**config.mk**
```make
export PLATFORM = sky130hd
export DESIGN_NAME = selu_poly
export DESIGN_NICKNAME = d
export VERILOG_FILES = /design/src/rtl/selu_pkg.sv /design/src/rtl/selu_poly.sv
export SDC_FILE = /design/constraint.sdc
export NUM_CORES = 2
export LEC_CHECK = 0
export CAP_MARGIN = 15
export CORE_AREA = 2 2 466 422
export DETAILED_ROUTE_END_ITERATION = 10
export DIE_AREA = 0 0 468 424
export DONT_BUFFER_PORTS = 1
export PLACE_DENSITY = 0.5
export REMOVE_ABC_BUFFERS = 1
export SETUP_SLACK_MARGIN = 0.02
export SYNTH_ARGS = -nofsm -noshare
export SYNTH_HDL_FRONTEND = slang
export SYNTH_SLANG_ARGS = --single-unit
```
**constraint.sdc**
```tcl
create_clock -name i_clk -period 22.9 [get_ports i_clk]
set_clock_uncertainty 0.05 [all_clocks]
set_input_delay 4.58 -clock i_clk [delete_from_list [all_inputs] [get_ports i_clk]]
set_output_delay 4.58 -clock i_clk [all_outputs]
set_load 0.02 [all_outputs]
```
**src/rtl/selu_pkg.sv**
```systemverilog
// shared types, constants and fp32 arithmetic functions for the selu block
// no dependencies
`timescale 1ns / 1ps

package selu_pkg;

    localparam logic [31:0] QNAN      = 32'h7FC0_0000;
    localparam logic [31:0] ONE       = 32'h3F80_0000;
    localparam logic [31:0] NEG_ONE   = 32'hBF80_0000;
    localparam logic [31:0] TWO       = 32'h4000_0000;
    localparam logic [31:0] LAMBDA    = 32'h3F86_7D56;  // 1.0507
    localparam logic [31:0] ALPHA     = 32'h3FD6_2EB2;  // 1.6733
    localparam logic [31:0] LOG2E     = 32'h3FB8_AA3B;  // 1.442695
    localparam logic [31:0] POLY_A    = 32'h3F56_594B;  // 0.8373
    localparam logic [31:0] POLY_B    = 32'h3F5D_0000;  // 0.86328125
    localparam logic [7:0]  EXP_HALF  = 8'd126;
    localparam logic [7:0]  EXP_ONE   = 8'd127;
    localparam int          SQ_STAGES = 8;
    localparam logic [7:0]  EXP_SAT   = EXP_ONE + 8'(SQ_STAGES - 1);
    localparam int          LATENCY   = 25;

    typedef struct packed {
        logic        pos;   // x >= 0 branch
        logic        neg;   // x < 0, reciprocal needed
        logic [31:0] x;     // flushed input
        logic [31:0] v;     // working value
        logic [31:0] t;     // scratch value
        logic [31:0] r;     // reciprocal estimate
        logic [3:0]  nsq;   // squarings left
    } t_item;

    function automatic logic [31:0] fp_flush(input logic [31:0] b);
        logic [31:0] res;
        res = b;
        if (b[30:23] == 8'h00) begin
            res = {b[31], 31'b0};
        end else if (b[30:23] == 8'hFF && b[22:0] != 23'b0) begin
            res = QNAN;
        end
        return res;
    endfunction

    // round to nearest even, flush tiny results to a signed zero
    function automatic logic [31:0] fp_rnd(input logic s, input logic signed [9:0] e,
                                           input logic [23:0] m, input logic g,
                                           input logic st);
        logic [31:0]        res;
        logic [24:0]        m2;
        logic signed [9:0]  e2;
        logic               inc;
        res = {s, 31'b0};
        m2  = 25'b0;
        e2  = e;
        inc = 1'b0;
        if (e > 10'sd0) begin
            inc = g & (st | m[0]);
            m2  = {1'b0, m} + {24'b0, inc};
            e2  = m2[24] ? e + 10'sd1 : e;
            if (e2 >= 10'sd255) begin
                res = {s, 8'hFF, 23'b0};
            end else begin
                res = {s, e2[7:0], m2[22:0]};
            end
        end else if (e == 10'sd0) begin
            // only a carry up to the smallest normal survives
            inc = m[0] & (g | st | m[1]);
            m2  = {2'b0, m[23:1]} + {24'b0, inc};
            if (m2[23]) begin
                res = {s, 8'd1, 23'b0};
            end
        end
        return res;
    endfunction

    function automatic logic [31:0] fp_mul(input logic [31:0] a_in, input logic [31:0] b_in);
        logic [31:0]       a, b, res;
        logic              s, nan_a, nan_b, inf_a, inf_b, zro_a, zro_b;
        logic [47:0]       p;
        logic signed [9:0] e;
        a     = fp_flush(a_in);
        b     = fp_flush(b_in);
        s     = a[31] ^ b[31];
        nan_a = (a == QNAN);
        nan_b = (b == QNAN);
        inf_a = (a[30:0] == 31'h7F80_0000);
        inf_b = (b[30:0] == 31'h7F80_0000);
        zro_a = (a[30:0] == 31'b0);
        zro_b = (b[30:0] == 31'b0);
        p     = 48'({1'b1, a[22:0]}) * 48'({1'b1, b[22:0]});
        e     = $signed({2'b0, a[30:23]}) + $signed({2'b0, b[30:23]}) - 10'sd127;
        if (nan_a || nan_b || (inf_a && zro_b) || (zro_a && inf_b)) begin
            res = QNAN;
        end else if (inf_a || inf_b) begin
            res = {s, 8'hFF, 23'b0};
        end else if (zro_a || zro_b) begin
            res = {s, 31'b0};
        end else if (p[47]) begin
            res = fp_rnd(s, e + 10'sd1, p[47:24], p[23], |p[22:0]);
        end else begin
            res = fp_rnd(s, e, p[46:23], p[22], |p[21:0]);
        end
        return res;
    endfunction

    function automatic logic [31:0] fp_add(input logic [31:0] a_in, input logic [31:0] b_in);
        logic [31:0]       a, b, big, sml, res;
        logic [7:0]        d;
        logic [26:0]       bm, sm, sh, nrm;
        logic              stk;
        logic [27:0]       sum;
        logic [4:0]        lz;
        logic signed [9:0] e;
        a   = fp_flush(a_in);
        b   = fp_flush(b_in);
        big = a;
        sml = b;
        d   = 8'd0;
        bm  = 27'b0;
        sm  = 27'b0;
        sh  = 27'b0;
        nrm = 27'b0;
        stk = 1'b0;
        sum = 28'b0;
        lz  = 5'd0;
        e   = 10'sd0;
        res = 32'b0;
        if (a == QNAN || b == QNAN) begin
            res = QNAN;
        end else if (a[30:0] == 31'h7F80_0000 && b[30:0] == 31'h7F80_0000) begin
            res = (a[31] != b[31]) ? QNAN : a;
        end else if (a[30:0] == 31'h7F80_0000) begin
            res = a;
        end else if (b[30:0] == 31'h7F80_0000) begin
            res = b;
        end else if (a[30:0] == 31'b0 && b[30:0] == 31'b0) begin
            res = {a[31] & b[31], 31'b0};
        end else if (a[30:0] == 31'b0) begin
            res = b;
        end else if (b[30:0] == 31'b0) begin
            res = a;
        end else begin
            if (a[30:0] < b[30:0]) begin
                big = b;
                sml = a;
            end
            d  = big[30:23] - sml[30:23];
            bm = {1'b1, big[22:0], 3'b0};
            sm = {1'b1, sml[22:0], 3'b0};
            if (d >= 8'd27) begin
                sh  = 27'b0;
                stk = 1'b1;
            end else begin
                sh  = sm >> d;
                stk = ((sh << d) != sm);
            end
            sh[0] = sh[0] | stk;
            if (big[31] == sml[31]) begin
                sum = {1'b0, bm} + {1'b0, sh};
            end else begin
                sum = {1'b0, bm} - {1'b0, sh};
            end
            if (sum == 28'b0) begin
                res = 32'b0;
            end else if (sum[27]) begin
                nrm = {sum[27:2], sum[1] | sum[0]};
                e   = $signed({2'b0, big[30:23]}) + 10'sd1;
                res = fp_rnd(big[31], e, nrm[26:3], nrm[2], |nrm[1:0]);
            end else begin
                for (int i = 0; i < 27; i++) begin
                    if (sum[i]) lz = 5'(26 - i);
                end
                nrm = sum[26:0] << lz;
                e   = $signed({2'b0, big[30:23]}) - $signed({5'b0, lz});
                res = fp_rnd(big[31], e, nrm[26:3], nrm[2], |nrm[1:0]);
            end
        end
        return res;
    endfunction

    localparam logic [31:0] LAMBDA_ALPHA = fp_mul(LAMBDA, ALPHA);

endpackage

```
**src/rtl/selu_poly.sv**
```systemverilog
// four stage evaluation of the quadratic 0.8373*v*v + 0.86328125*v + 1
// depends on selu_pkg
`timescale 1ns / 1ps

module selu_poly import selu_pkg::*; (
    input  logic  i_clk,
    input  logic  i_rst_n,
    input  logic  i_vld,
    input  t_item i_item,
    output logic  o_vld,
    output t_item o_item
);

    logic [3:0] r_vld;
    t_item      r_item [0:3];
    t_item      n_item [0:3];

    always_comb begin
        n_item[0]   = i_item;
        n_item[0].t = fp_mul(i_item.v, POLY_A);
        n_item[1]   = r_item[0];
        n_item[1].t = fp_add(r_item[0].t, POLY_B);
        n_item[2]   = r_item[1];
        n_item[2].t = fp_mul(r_item[1].v, r_item[1].t);
        n_item[3]   = r_item[2];
        n_item[3].v = fp_add(r_item[2].t, ONE);
    end

    always_ff @(posedge i_clk) begin
        if (!i_rst_n) begin
            r_vld <= 4'b0;
        end else begin
            r_vld <= {r_vld[2:0], i_vld};
        end
    end

    always_ff @(posedge i_clk) begin
        for (int i = 0; i < 4; i++) begin
            r_item[i] <= n_item[i];
        end
    end

    assign o_vld  = r_vld[3];
    assign o_item = r_item[3];

endmodule

```
==> results.cfg <==
[detailed_routing]
drtPass1Iterations = 8
post_drt_wl_per_cell_um = 24.94
wl_um = 266600
ant_nets = 0
drc = 0
vias = 61150
drt-initial-drc-count = 6240
vias_per_cell = 5.720

[floorplan]
coreArea_um2 = 194200
std_cell_rows = 154
io_pins = 272
die_y_um = 424
die_w_um = 468
die_area_um2 = 198400
start_util_pct = 34.75

[critical_path]
cp_slowest_cell = nor4b_1
worstPathArrival_ns = 17.40
crit_fanout = 23
cp-start-kind = input pin
critPathKind = input pin to register
cp-end-kind = register
required_ns = 23.42
max_stage_delay_ns = 0.73

[min_path]
hold_path.class = register to register

[yosys]
avgSynthCellArea_um2 = 8.169
synth_xor_xnor_area_share_pct = 4.853
async_reset_ff_share_pct = 0
synth_area_um2 = 67490
ys_types = 133
syn_inst = 8262
synthAdderAreaFrac_pct = 31.74
synthMuxAreaShare_pct = 3.252
synth_top_family_by_area = adder cells
ys_warn_count = 0
ys_seq_area_share_pct = 15.07
synth_compound_gate_area_share_pct = 16.77
netlist.area_leader.share_pct = 20.91
synth_area_leader_cell = fa_1
synth.area.top_cells = fa_1 (21%), dfxtp_1 (15%), ha_1 (11%)
synth_seq_cells = 508
synth_simple_gate_area_share_pct = 19.68
synth-edff-count = 0
synth_ff_type = dfxtp_1

[clock_tree]
clock_latency_ns = 0.68
post_cts_buffers = 0
clkTransAtPathRegs_ns = 0.07
ctsResizeCount = 0
cts_root_buf = clkbuf_16
cts_tree = done
cts.htree.levels = 2
cts_hold_buf = 0
cts_buffers = 51
cts_buffer_depth = 3
cts.sinks = 508

[placement]
numPortBuffers = 0
gp_congestion = 0.9871
dpl.hpwl_um = 212400

[timing]
worstMarginPinSlew_ns = 1.272
hold_viol_final = 0
finalSetupViolCount = 0
finalCritPeriodShare_pct = 73.74
rsz0062_at_grt = no
setup_tns_ns = 0
slew_viol_final = 0
max_freq_ghz = 0.05922
min_period_ns = 16.89
slew_headroom_pct = 14.01

[global_route]
grt_pass1_vias = 60400
antenna_found_initial = 6
grt_overflow = 0
grt_pass1_wl_um = 398700
grt_max_degree = 54
grt_util_all_layers_pct = 26.36

[outcome]
status = finished, final reports clean

[final_layout]
drive_gt1_share_pct = 5.601
seqCellArea_um2 = 10180
area_growth_pct = 6.564
finalNetCount = 9489
multiInputGateArea_um2 = 51560
n_fill_cell = 20430

[flow_run]
drv_cap = 0
## sequential cells by signal (all words and copies together) (netlist names)
name    cells
r_item    504
r_vld       4
## critical path, delay by kind of cell
| kind | cells | cell delay [ns] |
|---|---|---|
| AND/OR/NAND/NOR | 16 | 5.72 |
| adder cells (fa/ha/maj) | 8 | 3.51 |
| AO/OA/AOI/OAI | 9 | 2.32 |
| buffers and inverters | 6 | 0.82 |
| XOR/XNOR | 1 | 0.47 |
## cells in the mapped netlist, drive strengths merged, types with 38 or more instances
master	count
nor4	86
nor2b	61
inv	1102
nand4	90
a21oi	368
nand2	944
mux2i	129
nor3	208
o22ai	90
a211oi	68
fa	705
nor2	637
clkbuf	270
and2	83
and3	135
o21a	49
o31ai	38
nand2b	66
o211ai	75
ha	584
a21o	88
a22oi	69
nand3	233
buf	114
o21ai	317
xor2	120
mux2	45
a31oi	67
dfxtp	508
or3	64
xnor2	251
## logic make-up after synthesis
kind of cell,after synthesis
buffers and inverters,1497
adders and majority gates,1289
muxes,190
xor gates and xnor gates,371
and+or+nand+nor,2763
AOI/OAI and AO/OA,1644
DFF,508
## cell usage in the layout (no fill, tap or decap), drive strengths merged, types with 38 or more instances in the layout
cell type     n
inv        1107
mux2         45
a22oi        69
nor4         86
ha          584
nand2       944
nor3        208
nand2b       66
and2         83
mux2i       129
clkbuf       68
o31ai        38
dfxtp       508
a211oi       68
nor2b        61
nor2        637
xnor2       251
o22ai        90
xor2        120
o21ai       317
fa          705
a21oi       368
o21a         49
a31oi        67
nand4        90
buf         132
and3        135
o211ai       75
a21o         88
nand3       233
or3          64
## stage by stage
stage	hold WS (ns)	area [um^2]	cells	setup WS [ns]	utilization, %
floorplan	0.2596	65840	7878	7.598	-
global placement	0.2596	70140	10580	5.597	36.11
detailed placement	0.2621	70140	10580	5.507	36.11
CTS	0.2309	71900	10680	6.227	37.02
global route	0.2506	71910	10680	5.030	37.02
finish	0.2382	71920	10690	6.014	37.03
## area by class of cell
class                      instances  share of cell area (%)
antenna                           11                 0.03827
clock inverter                    27                  0.4558
clock buffer                      68                   1.988
sequential                       508                   14.15
tap                             2574                   4.478
multi-input combinational       6257                   71.69
inverter                        1113                   5.817
timing repair buffer             132                   1.378
## path summary, 6_finish.rpt
| path | start | end | slack [ns] | depth (start not counted) |
|---|---|---|---|---|
| max reg2reg | r_item[0][62] | r_item[1][61] | 6.40 | 42 |
| min | r_item[1][16] | r_item[2][16] | 0.24 | 0 |
| min reg2reg | r_item[1][16] | r_item[2][16] | 0.24 | 0 |
| max | i_item[91] | r_item[0][52] | 6.01 | 40 |
## layer usage
| metal | up-vias | global-route usage, % | share of wire [%] |
|---|---|---|---|
| li1 | 27800 | - | - |
| met1 | 30300 | 37.16 | 45 |
| met2 | 2529 | 40.46 | 44 |
| met3 | 513 | 4.298 | 7.4 |
| met4 | 4 | 9.384 | 4.2 |
| met5 | - | 0 | 0.011 |
Power is not shown: default switching activity piles up to over one toggle a cycle in this logic, so the estimate is an artifact.
